--- src/rtl/soa_pkg.sv ---
`timescale 1ns / 1ps
// soa_pkg: shared widths, constants, beat types, FSM states and radius tables
// for the sphere overlap accumulator. No dependencies.
package soa_pkg;

  localparam int CoordFracBits = 8;
  localparam int CoordW        = 20;
  localparam int DiffW         = CoordW + 1;
  localparam int SmallW        = CoordFracBits + 3;
  localparam int D2W           = 2 * SmallW + 2;
  localparam int CmpW          = 2 * CoordFracBits + 15;
  localparam int SqrtInW       = 38;
  localparam int SqrtShift     = 32 - 2 * CoordFracBits;
  localparam int RootW         = SqrtInW / 2;
  localparam int RootCntW      = $clog2(RootW + 1);
  localparam int AdqW          = RootW + 6;
  localparam int MulAW         = 48;
  localparam int MulBW         = 24;
  localparam int MulPW         = 64;
  localparam int DivNW         = 48;
  localparam int DivDW         = 26;
  localparam int DivCntW       = $clog2(DivNW + 1);
  localparam int NumW          = 48;
  localparam int InnerW        = 32;
  localparam int SumW          = 48;
  localparam int InvW          = 16;
  localparam int OutW          = 32;
  localparam int TwoPiW        = 23;

  localparam logic [TwoPiW-1:0] TwoPiQ20 = TwoPiW'(6588397);
  localparam logic [InvW-1:0]   InvReset = InvW'(4096);
  localparam logic signed [DiffW-1:0] DxLimit = DiffW'(2 << CoordFracBits);
  localparam logic [D2W-1:0] D2Limit = D2W'(64) << (2 * CoordFracBits);

  typedef struct packed {
    logic signed [CoordW-1:0] a_x;
    logic signed [CoordW-1:0] a_y;
    logic signed [CoordW-1:0] a_z;
    logic signed [CoordW-1:0] b_x;
    logic signed [CoordW-1:0] b_y;
    logic signed [CoordW-1:0] b_z;
    logic [2:0]               a_radius_class;
    logic [2:0]               b_radius_class;
    logic                     last_pair;
  } in_t;

  typedef struct packed {
    logic signed [OutW-1:0] total_overlap;
    logic                   saturated;
  } out_t;

  typedef enum logic [4:0] {
    ST_IDLE,
    ST_SQ_X,
    ST_SQ_Y,
    ST_SQ_Z,
    ST_CHECK,
    ST_SQRT,
    ST_MUL_DQ2,
    ST_MUL_ADQ,
    ST_NUM1,
    ST_NUM2,
    ST_DIV,
    ST_INNER,
    ST_MUL_AI,
    ST_MUL_UC,
    ST_DIV10,
    ST_ACC,
    ST_FINISH,
    ST_MUL_OUT,
    ST_OUT
  } state_e;

  // radius in tenths of an angstrom
  function automatic logic signed [7:0] radius_tenths(input logic [2:0] cls);
    logic signed [7:0] r;
    case (cls)
      3'd1:    r = 8'sd30;
      3'd2:    r = 8'sd40;
      3'd3:    r = 8'sd50;
      3'd4:    r = 8'sd60;
      default: r = -8'sd1;
    endcase
    return r;
  endfunction

  function automatic logic [12:0] radius_sq(input logic [2:0] cls);
    logic [12:0] r;
    case (cls)
      3'd1:    r = 13'd900;
      3'd2:    r = 13'd1600;
      3'd3:    r = 13'd2500;
      3'd4:    r = 13'd3600;
      default: r = 13'd1;
    endcase
    return r;
  endfunction

endpackage

--- src/rtl/sphere_overlap_accumulator.sv ---
`timescale 1ns / 1ps
// sphere_overlap_accumulator: top level, pair sequencer, running sum and result register.
// Depends on soa_pkg, soa_mul, soa_div, soa_sqrt.
//
//  channel  | signals                          | beat
//  ---------+----------------------------------+-----------------------------------
//  in       | in_valid_i, in_ready_o, in_data_i   | one atom pair (soa_pkg::in_t)
//  out      | out_valid_o, out_ready_i, out_data_o| normalised total (soa_pkg::out_t)
//  cfg      | cfg_we_i, cfg_wdata_i              | inv_carbon_area, no wait
//
// One pair at a time. A skipped pair runs three serial squares; a scored pair
// also runs the two serial divisions, the 19-step root and the serial multiplies.
// A last pair adds the output multiply. Reset clears the sum, flags and FSM;
// inv_carbon_area resets to 4096. The next pair is taken while a result waits
// in the output register.
module sphere_overlap_accumulator (
  input  logic                       clk_i,
  input  logic                       rst_ni,
  input  logic                       in_valid_i,
  output logic                       in_ready_o,
  input  soa_pkg::in_t               in_data_i,
  output logic                       out_valid_o,
  input  logic                       out_ready_i,
  output soa_pkg::out_t              out_data_o,
  input  logic                       cfg_we_i,
  input  logic [soa_pkg::InvW-1:0]   cfg_wdata_i
);

  soa_pkg::state_e state_q, state_d;

  logic                          op_busy_q;
  logic [soa_pkg::InvW-1:0]      inv_q;
  logic [soa_pkg::SumW-1:0]      sum_q;
  logic                          ovf_q;
  logic                          out_valid_q;
  soa_pkg::out_t                 out_q;

  logic [soa_pkg::SmallW-1:0]    dxa_q, dya_q, dza_q;
  logic                          gate_q;
  logic                          last_q;
  logic signed [7:0]             ar_q;
  logic signed [7:0]             t_q;
  logic signed [13:0]            sqdiff_q;
  logic [soa_pkg::D2W-1:0]       d2_q;
  logic [soa_pkg::RootW-1:0]     dq_q;
  logic [2*soa_pkg::RootW-1:0]   dqsq_q;
  logic [soa_pkg::AdqW-1:0]      adq_q;
  logic signed [soa_pkg::NumW-1:0] term_q, dq50_q, num_q;
  logic [soa_pkg::DivDW-1:0]     den_q;
  logic [soa_pkg::InnerW-1:0]    inner_q;
  logic                          pneg_q;

  logic                          in_acc;
  logic                          is_mul, is_div, is_sqrt;
  logic                          mul_start, div_start, sqrt_start;
  logic                          mul_done, div_done, sqrt_done, op_done;
  logic [soa_pkg::MulAW-1:0]     mul_a;
  logic [soa_pkg::MulBW-1:0]     mul_b;
  logic [soa_pkg::MulPW-1:0]     mul_prod;
  logic [soa_pkg::DivNW-1:0]     div_num;
  logic [soa_pkg::DivDW-1:0]     div_den;
  logic [soa_pkg::DivNW-1:0]     div_quo;
  logic [soa_pkg::DivDW-1:0]     div_rem;
  logic [soa_pkg::SqrtInW-1:0]   sqrt_rad;
  logic [soa_pkg::RootW-1:0]     sqrt_root;
  logic                          out_load;

  logic signed [soa_pkg::DiffW-1:0] dx, dy, dz;
  logic [soa_pkg::DiffW-1:0]     mx, my, mz;
  logic                          a_neg;
  logic [5:0]                    a_mag;
  logic [13:0]                   tsq;
  logic [soa_pkg::CmpW-1:0]      lhs, rhs;
  logic                          pass;
  logic [soa_pkg::NumW-1:0]      t1;
  logic [soa_pkg::NumW-1:0]      num_mag;
  logic                          num_neg;
  logic [soa_pkg::SumW:0]        qx, ns;
  logic [soa_pkg::SumW-1:0]      sum_mag;
  logic                          sum_neg, frac_nz, sat_hi, sat_lo;
  logic [soa_pkg::SumW:0]        rmag;
  logic [soa_pkg::OutW-1:0]      r_lo;

  // ---- input decode
  assign dx = soa_pkg::DiffW'(in_data_i.a_x) - soa_pkg::DiffW'(in_data_i.b_x);
  assign dy = soa_pkg::DiffW'(in_data_i.a_y) - soa_pkg::DiffW'(in_data_i.b_y);
  assign dz = soa_pkg::DiffW'(in_data_i.a_z) - soa_pkg::DiffW'(in_data_i.b_z);
  assign mx = dx[soa_pkg::DiffW-1] ? -dx : dx;
  assign my = dy[soa_pkg::DiffW-1] ? -dy : dy;
  assign mz = dz[soa_pkg::DiffW-1] ? -dz : dz;

  assign a_neg = ar_q[7];
  assign a_mag = a_neg ? 6'(-ar_q) : ar_q[5:0];

  // ---- range and overlap tests
  assign tsq  = 14'(t_q[6:0]) * 14'(t_q[6:0]);
  assign lhs  = (soa_pkg::CmpW'(d2_q) << 6) + (soa_pkg::CmpW'(d2_q) << 5)
              + (soa_pkg::CmpW'(d2_q) << 2);
  assign rhs  = soa_pkg::CmpW'(tsq) << (2 * soa_pkg::CoordFracBits);
  assign pass = gate_q && (d2_q != '0) && (d2_q < soa_pkg::D2Limit)
              && !t_q[7] && (t_q != '0) && (lhs < rhs);

  assign t1      = (soa_pkg::NumW'(adq_q) << 19) + (soa_pkg::NumW'(adq_q) << 17);
  assign num_neg = num_q[soa_pkg::NumW-1];
  assign num_mag = num_neg ? soa_pkg::NumW'(-num_q) : soa_pkg::NumW'(num_q);

  // ---- accumulate
  assign qx = {1'b0, div_quo};
  assign ns = {sum_q[soa_pkg::SumW-1], sum_q} + (pneg_q ? -qx : qx);

  // ---- normalise: floor(sum * inv / 2^16)
  assign sum_neg = sum_q[soa_pkg::SumW-1];
  assign sum_mag = sum_neg ? -sum_q : sum_q;
  assign frac_nz = |mul_prod[15:0];
  assign rmag    = {1'b0, mul_prod[soa_pkg::MulPW-1:16]} + (soa_pkg::SumW+1)'(sum_neg && frac_nz);
  assign sat_hi  = !sum_neg && (rmag > (soa_pkg::SumW+1)'(32'h7FFF_FFFF));
  assign sat_lo  = sum_neg && (rmag > (soa_pkg::SumW+1)'(32'h8000_0000));
  assign r_lo    = sum_neg ? -rmag[soa_pkg::OutW-1:0] : rmag[soa_pkg::OutW-1:0];

  // ---- shared serial units
  assign op_done = mul_done | div_done | sqrt_done;

  soa_mul u_mul (
    .clk_i   (clk_i),
    .rst_ni  (rst_ni),
    .start_i (mul_start),
    .a_i     (mul_a),
    .b_i     (mul_b),
    .done_o  (mul_done),
    .prod_o  (mul_prod)
  );

  soa_div u_div (
    .clk_i   (clk_i),
    .rst_ni  (rst_ni),
    .start_i (div_start),
    .num_i   (div_num),
    .den_i   (div_den),
    .done_o  (div_done),
    .quo_o   (div_quo),
    .rem_o   (div_rem)
  );

  soa_sqrt u_sqrt (
    .clk_i   (clk_i),
    .rst_ni  (rst_ni),
    .start_i (sqrt_start),
    .rad_i   (sqrt_rad),
    .done_o  (sqrt_done),
    .root_o  (sqrt_root)
  );

  // ---- next state
  always_comb begin
    state_d = state_q;
    case (state_q)
      soa_pkg::ST_IDLE:    if (in_valid_i) state_d = soa_pkg::ST_SQ_X;
      soa_pkg::ST_SQ_X:    if (op_done) state_d = soa_pkg::ST_SQ_Y;
      soa_pkg::ST_SQ_Y:    if (op_done) state_d = soa_pkg::ST_SQ_Z;
      soa_pkg::ST_SQ_Z:    if (op_done) state_d = soa_pkg::ST_CHECK;
      soa_pkg::ST_CHECK:   state_d = pass ? soa_pkg::ST_SQRT : soa_pkg::ST_FINISH;
      soa_pkg::ST_SQRT:    if (op_done) state_d = soa_pkg::ST_MUL_DQ2;
      soa_pkg::ST_MUL_DQ2: if (op_done) state_d = soa_pkg::ST_MUL_ADQ;
      soa_pkg::ST_MUL_ADQ: if (op_done) state_d = soa_pkg::ST_NUM1;
      soa_pkg::ST_NUM1:    state_d = soa_pkg::ST_NUM2;
      soa_pkg::ST_NUM2:    state_d = soa_pkg::ST_DIV;
      soa_pkg::ST_DIV:     if (op_done) state_d = soa_pkg::ST_INNER;
      soa_pkg::ST_INNER:   state_d = soa_pkg::ST_MUL_AI;
      soa_pkg::ST_MUL_AI:  if (op_done) state_d = soa_pkg::ST_MUL_UC;
      soa_pkg::ST_MUL_UC:  if (op_done) state_d = soa_pkg::ST_DIV10;
      soa_pkg::ST_DIV10:   if (op_done) state_d = soa_pkg::ST_ACC;
      soa_pkg::ST_ACC:     state_d = soa_pkg::ST_FINISH;
      soa_pkg::ST_FINISH:  state_d = last_q ? soa_pkg::ST_MUL_OUT : soa_pkg::ST_IDLE;
      soa_pkg::ST_MUL_OUT: if (op_done) state_d = soa_pkg::ST_OUT;
      soa_pkg::ST_OUT:     if (!out_valid_q || out_ready_i) state_d = soa_pkg::ST_IDLE;
      default:             state_d = soa_pkg::ST_IDLE;
    endcase
  end

  // ---- outputs and operand selection
  always_comb begin
    in_ready_o = 1'b0;
    is_mul     = 1'b0;
    is_div     = 1'b0;
    is_sqrt    = 1'b0;
    out_load   = 1'b0;
    mul_a      = '0;
    mul_b      = '0;
    div_num    = '0;
    div_den    = '0;
    sqrt_rad   = soa_pkg::SqrtInW'(d2_q[soa_pkg::D2W-3:0]) << soa_pkg::SqrtShift;
    case (state_q)
      soa_pkg::ST_IDLE:    in_ready_o = 1'b1;
      soa_pkg::ST_SQ_X: begin
        is_mul = 1'b1;
        mul_a  = soa_pkg::MulAW'(dxa_q);
        mul_b  = soa_pkg::MulBW'(dxa_q);
      end
      soa_pkg::ST_SQ_Y: begin
        is_mul = 1'b1;
        mul_a  = soa_pkg::MulAW'(dya_q);
        mul_b  = soa_pkg::MulBW'(dya_q);
      end
      soa_pkg::ST_SQ_Z: begin
        is_mul = 1'b1;
        mul_a  = soa_pkg::MulAW'(dza_q);
        mul_b  = soa_pkg::MulBW'(dza_q);
      end
      soa_pkg::ST_SQRT:    is_sqrt = 1'b1;
      soa_pkg::ST_MUL_DQ2: begin
        is_mul = 1'b1;
        mul_a  = soa_pkg::MulAW'(dq_q);
        mul_b  = soa_pkg::MulBW'(dq_q);
      end
      soa_pkg::ST_MUL_ADQ: begin
        is_mul = 1'b1;
        mul_a  = soa_pkg::MulAW'(dq_q);
        mul_b  = soa_pkg::MulBW'(a_mag);
      end
      soa_pkg::ST_DIV: begin
        is_div  = 1'b1;
        div_num = num_mag;
        div_den = den_q;
      end
      soa_pkg::ST_MUL_AI: begin
        is_mul = 1'b1;
        mul_a  = soa_pkg::MulAW'(inner_q);
        mul_b  = soa_pkg::MulBW'(a_mag);
      end
      soa_pkg::ST_MUL_UC: begin
        is_mul = 1'b1;
        mul_a  = mul_prod[soa_pkg::MulAW-1:0];
        mul_b  = soa_pkg::MulBW'(soa_pkg::TwoPiQ20);
      end
      soa_pkg::ST_DIV10: begin
        is_div  = 1'b1;
        div_num = soa_pkg::DivNW'(mul_prod[soa_pkg::MulPW-1:20]);
        div_den = soa_pkg::DivDW'(10);
      end
      soa_pkg::ST_MUL_OUT: begin
        is_mul = 1'b1;
        mul_a  = sum_mag;
        mul_b  = soa_pkg::MulBW'(inv_q);
      end
      soa_pkg::ST_OUT:     out_load = !out_valid_q || out_ready_i;
      default: begin
      end
    endcase
    mul_start  = is_mul && !op_busy_q;
    div_start  = is_div && !op_busy_q;
    sqrt_start = is_sqrt && !op_busy_q;
  end

  assign in_acc      = in_valid_i && in_ready_o;
  assign out_valid_o = out_valid_q;
  assign out_data_o  = out_q;

  // ---- control registers
  always_ff @(posedge clk_i or negedge rst_ni) begin
    if (!rst_ni) begin
      state_q     <= soa_pkg::ST_IDLE;
      op_busy_q   <= 1'b0;
      inv_q       <= soa_pkg::InvReset;
      sum_q       <= '0;
      ovf_q       <= 1'b0;
      out_valid_q <= 1'b0;
    end else begin
      state_q <= state_d;
      if (mul_start || div_start || sqrt_start) begin
        op_busy_q <= 1'b1;
      end else if (op_done) begin
        op_busy_q <= 1'b0;
      end
      if (cfg_we_i) begin
        inv_q <= cfg_wdata_i;
      end
      if (state_q == soa_pkg::ST_ACC) begin
        if (ns[soa_pkg::SumW] != ns[soa_pkg::SumW-1]) begin
          sum_q <= ns[soa_pkg::SumW] ? {1'b1, {(soa_pkg::SumW-1){1'b0}}}
                                     : {1'b0, {(soa_pkg::SumW-1){1'b1}}};
          ovf_q <= 1'b1;
        end else begin
          sum_q <= ns[soa_pkg::SumW-1:0];
        end
      end
      if (out_load) begin
        sum_q       <= '0;
        ovf_q       <= 1'b0;
        out_valid_q <= 1'b1;
      end else if (out_ready_i) begin
        out_valid_q <= 1'b0;
      end
    end
  end

  // ---- datapath registers
  always_ff @(posedge clk_i) begin
    if (in_acc) begin
      dxa_q    <= mx[soa_pkg::SmallW-1:0];
      dya_q    <= my[soa_pkg::SmallW-1:0];
      dza_q    <= mz[soa_pkg::SmallW-1:0];
      gate_q   <= (dx < soa_pkg::DxLimit)
                  && (mx[soa_pkg::DiffW-1:soa_pkg::SmallW] == '0)
                  && (my[soa_pkg::DiffW-1:soa_pkg::SmallW] == '0)
                  && (mz[soa_pkg::DiffW-1:soa_pkg::SmallW] == '0);
      last_q   <= in_data_i.last_pair;
      ar_q     <= soa_pkg::radius_tenths(in_data_i.a_radius_class);
      t_q      <= soa_pkg::radius_tenths(in_data_i.a_radius_class)
                  + soa_pkg::radius_tenths(in_data_i.b_radius_class) - 8'sd6;
      sqdiff_q <= $signed({1'b0, soa_pkg::radius_sq(in_data_i.a_radius_class)})
                  - $signed({1'b0, soa_pkg::radius_sq(in_data_i.b_radius_class)});
    end
    if (op_done) begin
      case (state_q)
        soa_pkg::ST_SQ_X:    d2_q   <= soa_pkg::D2W'(mul_prod[2*soa_pkg::SmallW-1:0]);
        soa_pkg::ST_SQ_Y,
        soa_pkg::ST_SQ_Z:    d2_q   <= d2_q + soa_pkg::D2W'(mul_prod[2*soa_pkg::SmallW-1:0]);
        soa_pkg::ST_SQRT:    dq_q   <= sqrt_root;
        soa_pkg::ST_MUL_DQ2: dqsq_q <= mul_prod[2*soa_pkg::RootW-1:0];
        soa_pkg::ST_MUL_ADQ: adq_q  <= mul_prod[soa_pkg::AdqW-1:0];
        default: begin
        end
      endcase
    end
    if (state_q == soa_pkg::ST_NUM1) begin
      term_q <= a_neg ? -t1 : t1;
      dq50_q <= (soa_pkg::NumW'(dqsq_q) << 5) + (soa_pkg::NumW'(dqsq_q) << 4)
              + (soa_pkg::NumW'(dqsq_q) << 1);
      den_q  <= (soa_pkg::DivDW'(dq_q) << 6) + (soa_pkg::DivDW'(dq_q) << 5)
              + (soa_pkg::DivDW'(dq_q) << 2);
    end
    if (state_q == soa_pkg::ST_NUM2) begin
      num_q <= term_q - dq50_q - (soa_pkg::NumW'(sqdiff_q) <<< 31);
    end
    if (state_q == soa_pkg::ST_INNER) begin
      inner_q <= div_quo[soa_pkg::InnerW-1:0]
                 + soa_pkg::InnerW'(num_neg && (div_rem != '0));
      pneg_q  <= a_neg ^ num_neg;
    end
    if (out_load) begin
      out_q.total_overlap <= sat_hi ? 32'sh7FFF_FFFF
                           : (sat_lo ? 32'sh8000_0000 : $signed(r_lo));
      out_q.saturated     <= ovf_q | sat_hi | sat_lo;
    end
  end

endmodule

--- src/rtl/soa_mul.sv ---
`timescale 1ns / 1ps
// soa_mul: bit-serial shift-add unsigned multiplier, one multiplier bit per cycle.
// Depends on soa_pkg.
module soa_mul (
  input  logic                       clk_i,
  input  logic                       rst_ni,
  input  logic                       start_i,
  input  logic [soa_pkg::MulAW-1:0]  a_i,
  input  logic [soa_pkg::MulBW-1:0]  b_i,
  output logic                       done_o,
  output logic [soa_pkg::MulPW-1:0]  prod_o
);

  logic                      busy_q;
  logic [soa_pkg::MulPW-1:0] acc_q;
  logic [soa_pkg::MulPW-1:0] mcand_q;
  logic [soa_pkg::MulBW-1:0] mplr_q;

  assign done_o = busy_q && (mplr_q == '0);
  assign prod_o = acc_q;

  always_ff @(posedge clk_i or negedge rst_ni) begin
    if (!rst_ni) begin
      busy_q <= 1'b0;
    end else if (start_i) begin
      busy_q <= 1'b1;
    end else if (done_o) begin
      busy_q <= 1'b0;
    end
  end

  always_ff @(posedge clk_i) begin
    if (start_i) begin
      acc_q   <= '0;
      mcand_q <= soa_pkg::MulPW'(a_i);
      mplr_q  <= b_i;
    end else if (busy_q && !done_o) begin
      if (mplr_q[0]) begin
        acc_q <= acc_q + mcand_q;
      end
      mcand_q <= mcand_q << 1;
      mplr_q  <= mplr_q >> 1;
    end
  end

endmodule

--- src/rtl/soa_div.sv ---
`timescale 1ns / 1ps
// soa_div: restoring unsigned divider, one quotient bit per cycle.
// Depends on soa_pkg.
module soa_div (
  input  logic                       clk_i,
  input  logic                       rst_ni,
  input  logic                       start_i,
  input  logic [soa_pkg::DivNW-1:0]  num_i,
  input  logic [soa_pkg::DivDW-1:0]  den_i,
  output logic                       done_o,
  output logic [soa_pkg::DivNW-1:0]  quo_o,
  output logic [soa_pkg::DivDW-1:0]  rem_o
);

  logic                        busy_q;
  logic [soa_pkg::DivCntW-1:0] cnt_q;
  logic [soa_pkg::DivNW-1:0]   quo_q;
  logic [soa_pkg::DivDW-1:0]   rem_q;
  logic [soa_pkg::DivDW-1:0]   den_q;
  logic [soa_pkg::DivDW:0]     shifted;
  logic [soa_pkg::DivDW+1:0]   diff;

  assign shifted = {rem_q, quo_q[soa_pkg::DivNW-1]};
  assign diff    = {1'b0, shifted} - {2'b00, den_q};
  assign done_o  = busy_q && (cnt_q == '0);
  assign quo_o   = quo_q;
  assign rem_o   = rem_q;

  always_ff @(posedge clk_i or negedge rst_ni) begin
    if (!rst_ni) begin
      busy_q <= 1'b0;
      cnt_q  <= '0;
    end else if (start_i) begin
      busy_q <= 1'b1;
      cnt_q  <= soa_pkg::DivCntW'(soa_pkg::DivNW);
    end else if (done_o) begin
      busy_q <= 1'b0;
    end else if (busy_q) begin
      cnt_q <= cnt_q - 1'b1;
    end
  end

  always_ff @(posedge clk_i) begin
    if (start_i) begin
      quo_q <= num_i;
      rem_q <= '0;
      den_q <= den_i;
    end else if (busy_q && !done_o) begin
      if (!diff[soa_pkg::DivDW+1]) begin
        rem_q <= diff[soa_pkg::DivDW-1:0];
        quo_q <= {quo_q[soa_pkg::DivNW-2:0], 1'b1};
      end else begin
        rem_q <= shifted[soa_pkg::DivDW-1:0];
        quo_q <= {quo_q[soa_pkg::DivNW-2:0], 1'b0};
      end
    end
  end

endmodule

--- src/rtl/soa_sqrt.sv ---
`timescale 1ns / 1ps
// soa_sqrt: digit-by-digit integer square root, two radicand bits per cycle.
// Depends on soa_pkg.
module soa_sqrt (
  input  logic                         clk_i,
  input  logic                         rst_ni,
  input  logic                         start_i,
  input  logic [soa_pkg::SqrtInW-1:0]  rad_i,
  output logic                         done_o,
  output logic [soa_pkg::RootW-1:0]    root_o
);

  logic                         busy_q;
  logic [soa_pkg::RootCntW-1:0] cnt_q;
  logic [soa_pkg::SqrtInW-1:0]  rad_q;
  logic [soa_pkg::RootW+1:0]    rem_q;
  logic [soa_pkg::RootW-1:0]    root_q;
  logic [soa_pkg::RootW+3:0]    remx;
  logic [soa_pkg::RootW+4:0]    diff;

  assign remx   = {rem_q, rad_q[soa_pkg::SqrtInW-1 -: 2]};
  assign diff   = {1'b0, remx} - (soa_pkg::RootW+5)'({root_q, 2'b01});
  assign done_o = busy_q && (cnt_q == '0);
  assign root_o = root_q;

  always_ff @(posedge clk_i or negedge rst_ni) begin
    if (!rst_ni) begin
      busy_q <= 1'b0;
      cnt_q  <= '0;
    end else if (start_i) begin
      busy_q <= 1'b1;
      cnt_q  <= soa_pkg::RootCntW'(soa_pkg::RootW);
    end else if (done_o) begin
      busy_q <= 1'b0;
    end else if (busy_q) begin
      cnt_q <= cnt_q - 1'b1;
    end
  end

  always_ff @(posedge clk_i) begin
    if (start_i) begin
      rad_q  <= rad_i;
      rem_q  <= '0;
      root_q <= '0;
    end else if (busy_q && !done_o) begin
      rad_q <= rad_q << 2;
      if (!diff[soa_pkg::RootW+4]) begin
        rem_q  <= diff[soa_pkg::RootW+1:0];
        root_q <= {root_q[soa_pkg::RootW-2:0], 1'b1};
      end else begin
        rem_q  <= remx[soa_pkg::RootW+1:0];
        root_q <= {root_q[soa_pkg::RootW-2:0], 1'b0};
      end
    end
  end

endmodule

--- config.mk ---
export PLATFORM = sky130hd
export DESIGN_NAME = sphere_overlap_accumulator
export DESIGN_NICKNAME = d
export VERILOG_FILES = /design/src/rtl/soa_pkg.sv /design/src/rtl/sphere_overlap_accumulator.sv /design/src/rtl/soa_mul.sv /design/src/rtl/soa_div.sv /design/src/rtl/soa_sqrt.sv
export SDC_FILE = /design/constraint.sdc
export NUM_CORES = 2
export LEC_CHECK = 0
export BUFFER_PORTS_ARGS = -buffer_cell sky130_fd_sc_hd__buf_2
export CAP_MARGIN = 40
export CORE_UTILIZATION = 45
export CTS_CLUSTER_DIAMETER = 100
export DETAILED_ROUTE_END_ITERATION = 7
export PLACE_DENSITY = 0.64
export REMOVE_ABC_BUFFERS = 1
export SYNTH_ARGS = -nofsm -noshare
export SYNTH_HDL_FRONTEND = slang
export SYNTH_HIERARCHICAL = 1
export SYNTH_SLANG_ARGS = --single-unit
--- constraint.sdc ---
create_clock -name clk_i -period 25.2 [get_ports clk_i]
set_input_delay 5.04 -clock clk_i [delete_from_list [all_inputs] [get_ports clk_i]]
set_output_delay 5.04 -clock clk_i [all_outputs]
set_load 0.1 [all_outputs]
Yosys cells after proc, flatten, opt, wreduce, memory -nomap -nowiden --
Index checks and enable logic that the tools add are counted. Widths: inputs -> output; s select.
Storage, ports and cells: bits in registers 807, logic and storage cells 276
Cells by class: $add $sub $neg 33, multipliers 1, $lt $le $gt $ge 5, equal/unequal tests 42, multiplexer cells 79, bitwise gates (word level) 5, reduce and logical (&&, ||, !) cells 70
Operators with widths (count):
- $mux 48 | 11
- $pmux 48 s7 | 1
- $pmux 23 s7 | 1
- $neg 48->48 | 2
- $pmux 12 s4 | 2
- $pmux 48 s2 | 1
- $pmux 5 s19 | 1
- $mux 5 | 18
- $mux 21 | 4
- $mux 38 | 2
- $add 64x64->64 | 1
- $mux 32 | 2
- $pmux 8 s4 | 2
- $neg 21->21 | 3
- $sub 20x20->21 | 3
- $pmux 26 s2 | 1
- $add 48x1->49 | 1
- $add 49x49->49 | 1
- $gt 49x31->1 const B | 1
- $gt 49x32->1 const B | 1
- $mux 49 | 1
- $neg 48->49 | 1
- $mux 24 | 2
- $neg 45->48 | 1
- 58 further kinds | 171

Depth between registers and ports, before layout --
depth in word-level cells 8, gate-level depth with buffers 29, gate-level depth less buffers 28

By module --
The synthesis kept the hierarchy.
By module, submodules not included:
- sphere_overlap_accumulator | instances 1, cells an instance 4723, area each 42502.0 um^2, sequential area each 13183.9 um^2
- soa_mul | instances 1, cells an instance 1039, area each 9560.4 um^2, sequential area each 3788.6 um^2
- soa_div | instances 1, cells an instance 524, area each 5704.2 um^2, sequential area each 2917.8 um^2
- soa_sqrt | instances 1, cells an instance 495, area each 4789.6 um^2, sequential area each 2092.0 um^2

Worst setup path after synthesis --
OpenSTA, ideal clock, no wires.
path kind input to register, start point input port in_data_i[107] in the netlist's numbering, end point register gate_q, data pin, setup time 0.176 ns, arrival 8.361 ns, required time 25.024 ns, slack 16.663 ns, stages on the path 16, buffers on the path 0, cell sequence inv_1 ha_1 inv_1 fa_1 a21o_1 a21oi_1 xnor2_1 nor4b_1 nand4b_1 nor4_1 mux2i_1 nor3_1 mux2i_1 a311oi_1 nand4_1 nor4_1
On the way: word-level cells in the longest chain between the ends 7, elaborated cells between the ends (all ways) 8, classes of those cells add/sub (2); order compare (1); mux (1); reduce/logical (4)
Ends and longest elaborated chain:
- from (decl) | RTL line sphere_overlap_accumulator.sv:21 | input soa_pkg::in_t in_data_i,
- $sub 20x20->21 * | RTL line sphere_overlap_accumulator.sv:85 | assign dx = soa_pkg::DiffW'(in_data_i.a_x) - soa_pkg::DiffW'(in_data_i.b_x);
- $neg 21->21 | RTL line sphere_overlap_accumulator.sv:88 | assign mx = dx[soa_pkg::DiffW-1] ? -dx : dx;
- $mux 21 | RTL line sphere_overlap_accumulator.sv:88
- $logic_not 10->1 | RTL line sphere_overlap_accumulator.sv:303 | && (mx[soa_pkg::DiffW-1:soa_pkg::SmallW] == '0)
- $logic_and 1x1->1 * | RTL line sphere_overlap_accumulator.sv:303
- $logic_and 1x1->1 * | RTL line sphere_overlap_accumulator.sv:304 | && (my[soa_pkg::DiffW-1:soa_pkg::SmallW] == '0)
- $logic_and 1x1->1 * | RTL line sphere_overlap_accumulator.sv:305 | && (mz[soa_pkg::DiffW-1:soa_pkg::SmallW] == '0);
- to (signal assigned) | RTL line sphere_overlap_accumulator.sv:302 | gate_q <= (dx < soa_pkg::DxLimit)
- to (decl) | RTL line sphere_overlap_accumulator.sv:39 | logic gate_q;
Every way passes the cells marked *; elsewhere a longest branch is shown, timed or not. A chain may end at the register's enable or synchronous reset.

Worst setup path in the final report --
start point input port in_data_i[87] in the netlist's numbering, end point register gate_q, data pin
On the way: word-level cells in the longest chain between the ends 6
Ends and longest elaborated chain:
- $sub 20x20->21 * | RTL line sphere_overlap_accumulator.sv:86 | assign dy = soa_pkg::DiffW'(in_data_i.a_y) - soa_pkg::DiffW'(in_data_i.b_y);
- $neg 21->21 | RTL line sphere_overlap_accumulator.sv:89 | assign my = dy[soa_pkg::DiffW-1] ? -dy : dy;
- $mux 21 * | RTL line sphere_overlap_accumulator.sv:89
- $logic_not 10->1 * | RTL line sphere_overlap_accumulator.sv:304
- $logic_and 1x1->1 * | RTL line sphere_overlap_accumulator.sv:304
- $logic_and 1x1->1 * | RTL line sphere_overlap_accumulator.sv:305
Marked as above.

==> run_results.csv <==
group,metric,value,unit
clock_tree,cts_hold_buf,0,
grt,antenna_found_initial,4,
floorplanning,die_h,375,µm
floorplanning,io_pins,183,
critical_path,critPathArrivalTime,9070,ps
layout,nNetsFinal,7661,
yosys,synth_xor_area_share,8.80,%
detailed_routing,vias,51900,
critical_path,worstSetupPathType,"input pin to flip-flop",
critical_path,cp_max_fo,6,
critical_path,crit_path_end_kind,"flip-flop",
critical_path,cp-start-kind,"input pin",
yosys,yosysTopAreaCellShare,27.0,%
yosys,synth.most_common_cell,"nand2_1",
placed_design,portBuffers,182,
clock_tree,clock_sinks,795,
pwr,power_frac_comb,43.8,%
grt,grt_max_degree,152,
detailed_routing,drc,0,
yosys,syn-mean-instance-area,9.23,µm²
layout,fin_area,69000,µm²
critical_path,cpLargestDelayFamily,"compound AO/OA/AOI/OAI gates",
floorplanning,num_rows,136,
layout,area_growth,10.3,%
grt,grt_pass1_wl,284000,µm
clock_tree,cts_setup_buffers,0,
timing,slew-limit-headroom,38.4,%
timing,finalCritPeriodShare,33.8,%
grt,grt_use_total,25.4,%
critical_path,r2r_slack,18140,ps
yosys,yosys.cell_types.count,109,
grt,grt_remaining_overflow,0,
floorplanning,core_area,138000,µm²
yosys,synth.top_cells.by_area,"edfxtp_1, ha_1, xnor2_1",
critical_path,cp_slowest_cell,"or4_1",
clock_tree,cts_buffers,95,
critical_path,cp_num_buf_inv,3,
yosys,synthTopCellsByCount,"nand2_1, edfxtp_1, ha_1",
pwr,leakage,28.1,nW
yosys,ys_seq_area_share,35.1,%
critical_path,path_cells,"buf_2, inv_1, ha_1, inv_1, fa_1, a21oi_1, o2111ai_1, a21oi_1, a21oi_1, or4_1, a211oi_1, nand4b_1, o41a_1, o32a_1, o21ai_0, nand2_1, nor4_1",
timing,setup_viol_count_final,0,
clock_tree,htree_levels,3,
timing,drv_slew,0,
detailed_routing,wire_per_inst,20.6,µm
floorplanning,start_util,45.4,%
pwr,p_int,3.43,mW
yosys,synth_mux_area_share,3.75,%
detailed_routing,viasPerCell,5.91,
clock_tree,clk_latency,740,ps
status,status,"completed",
pwr,clkPwrFrac,24.8,%
yosys,synth_compound_area_share,18.5,%
yosys,syn_inst,6781,
timing,finalSetupTns,0,ps
critical_path,worstPathRequired,25750,ps
clock_tree,clock_tree.root_cell,"clkbuf_16",
yosys,synth_top_family_by_area,"compound AO/OA/AOI/OAI gates",
clock_tree,post_cts_resize_count,0,
yosys,synth_seq_cells,795,
timing,tightestPinTransition,901,ps
pwr,p_per_area,84.8,nW/µm²
min_path,hold_path_depth,2,
clock_tree,path_clk_slew,60,ps
timing,hold_viol_final,0,
timing,clock-skew-final,51.5,ps
floorplanning,fp.dieArea,141000,µm²
pwr,totalPowerFinal,5.85,mW
detailed_routing,final_antenna_net_count,0,
detailed_routing,drtIter0Drc,4420,
critical_path,cpMostUsedCell,"a21oi_1",
pwr,netSwitchingFraction,41.3,%
min_path,hp-class,"flip-flop to flip-flop",
yosys,synthSimpleGateAreaFrac,16.0,%
layout,drive_gt1_share,10.6,%
floorplanning,die_w,375,µm
pwr,max-vdd-ir-drop,52.8,µV
layout,nFillCells,12800,
placed_design,postPlaceCellArea,65700,µm²
critical_path,r2r_cells,22,
detailed_routing,finalWirelength,181000,µm
clock_tree,cts_tree,"yes",
yosys,yosys_warnings,6,
placed_design,place_congestion,0.944,
clock_tree,cts_buffer_depth,3,
detailed_routing,first_pass_iters,8,
timing,fmax,117,MHz
yosys,ys.flop_type,"edfxtp_1",
critical_path,cpPeakStageDelay,570,ps
pwr,seq_power_share,31.4,%
placed_design,dp_hpwl,138000,µm
yosys,synth_area,62600,µm²
timing,rsz0062_at_grt,"no",
timing,period_needed,8520,ps
yosys,synth_edf_count,563,
critical_path,cp.depth,17,
yosys,synthArstFlopShare,10.8,%
run,maxCapViolations,0,
yosys,synth-adder-area-share,13.5,%
pwr,netSwitchingPower,2.41,mW
yosys,yosys.area.top_type,"edfxtp_1",
grt,grt_pass1_vias,50200,
==> flip-flops by register name, indices dropped and copies added (netlist names), 25 cells and up <==
register,flops
u_mul/mcand_q,64
dq50_q,43
u_div/den_q,26
adq_q,25
out_data_o,33
u_div/quo_o,48
u_sqrt/rad_q,38
term_q,31
inner_q,32
dqsq_q,38
u_mul/prod_o,64
u_div/rem_o,26
num_q,47
sum_q,48
==> layer usage <==
layer	share of wire, %	track usage [%]
met1	44	33.5
met4	3.7	9.30
met5	0.0066	0
met3	5.5	3.30
met2	47	42.4
==> placed cells by master, fill, tap and decap left out, types with 29 or more instances in the layout <==
| cell type | n |
|---|---|
| nand3_1 | 164 |
| nor4_1 | 56 |
| o21ai_0 | 414 |
| and3_1 | 70 |
| nand2b_1 | 90 |
| o41ai_1 | 38 |
| or2_2 | 29 |
| a21o_1 | 172 |
| o31ai_1 | 78 |
| mux2i_1 | 32 |
| xor2_1 | 225 |
| nor3_1 | 113 |
| or4_1 | 35 |
| or3_1 | 59 |
| buf_2 | 181 |
| mux2_2 | 178 |
| nor2b_1 | 65 |
| a21oi_1 | 466 |
| dfxtp_1 | 146 |
| nand2_1 | 683 |
| a31oi_1 | 48 |
| a211oi_1 | 52 |
| o21bai_1 | 51 |
| fa_1 | 107 |
| clkbuf_16 | 99 |
| dfrtp_1 | 83 |
| o211ai_1 | 47 |
| buf_4 | 74 |
| edfxtp_1 | 563 |
| and2_1 | 74 |
| nor2_1 | 449 |
| ha_1 | 503 |
| inv_1 | 419 |
| xnor2_1 | 401 |
| nand4_1 | 69 |
| o21a_1 | 64 |
==> power by group through the flow <==
| stage | Combinational (mW) | Sequential (mW) | Clock (mW) |
|---|---|---|---|
| detailed placement | 2.52 | 1.86 | 0 |
| floorplan | 1.75 | 1.83 | 0 |
| CTS | 2.53 | 1.83 | 1.48 |
| global route | 2.82 | 1.85 | 1.52 |
| finish | 2.56 | 1.84 | 1.45 |
| global placement | 2.47 | 1.86 | 0 |
==> cells by family (layout without fill, tap and decap cells) <==
kind of cell,after synthesis,in the layout
compound gates,1771,1771
xor+xnor,627,627
fa+ha+maj,610,610
buf+inv,688,874
flops,795,795
mux,212,212
other cells,1,22
simple gates,2077,2077
==> worst paths after layout <==
check / from / end
worst max-delay path: in_data_i[87] / gate_q
worst min-delay path: u_mul/mcand_q[63] / u_mul/mcand_q[63]
worst max register to register: u_div/quo_o[6] / sum_q[41]
worst min register to register: u_mul/mcand_q[63] / u_mul/mcand_q[63]
max in group asynchronous: rst_ni / inv_q[12]
min in group asynchronous: rst_ni / ovf_q
==> layout make-up <==
class	instances	area [µm²]	area share, %
clock inverters	52	626	0.907
inverters	421	1580	2.29
well taps	1794	2240	3.25
repair buffers	273	1780	2.58
flip-flops and latches	795	22000	31.9
diodes	2	5.00	0.00725
clock buffers	128	2680	3.88
multi-input cells	5317	38100	55.2
==> tightest hold or removal path, stage by stage (launching register included) <==
cell and delay, ps:
dfxtp_1 310, nand2_1 60, a21oi_1 60
==> stage by stage <==
| stage | utilization [%] | std cells | worst slack [ps] | hold WS, ps |
|---|---|---|---|---|
| finish | 50.1 | 8782 | 16680 | 475 |
| detailed placement | 47.7 | 8599 | 15980 | 471 |
| global route | 50.1 | 8780 | 16180 | 493 |
| floorplan | - | 6533 | 13310 | 430 |
| global placement | 47.5 | 8580 | 15820 | 456 |
| CTS | 50.1 | 8779 | 16720 | 479 |
(Power assumes the default switching activity.)
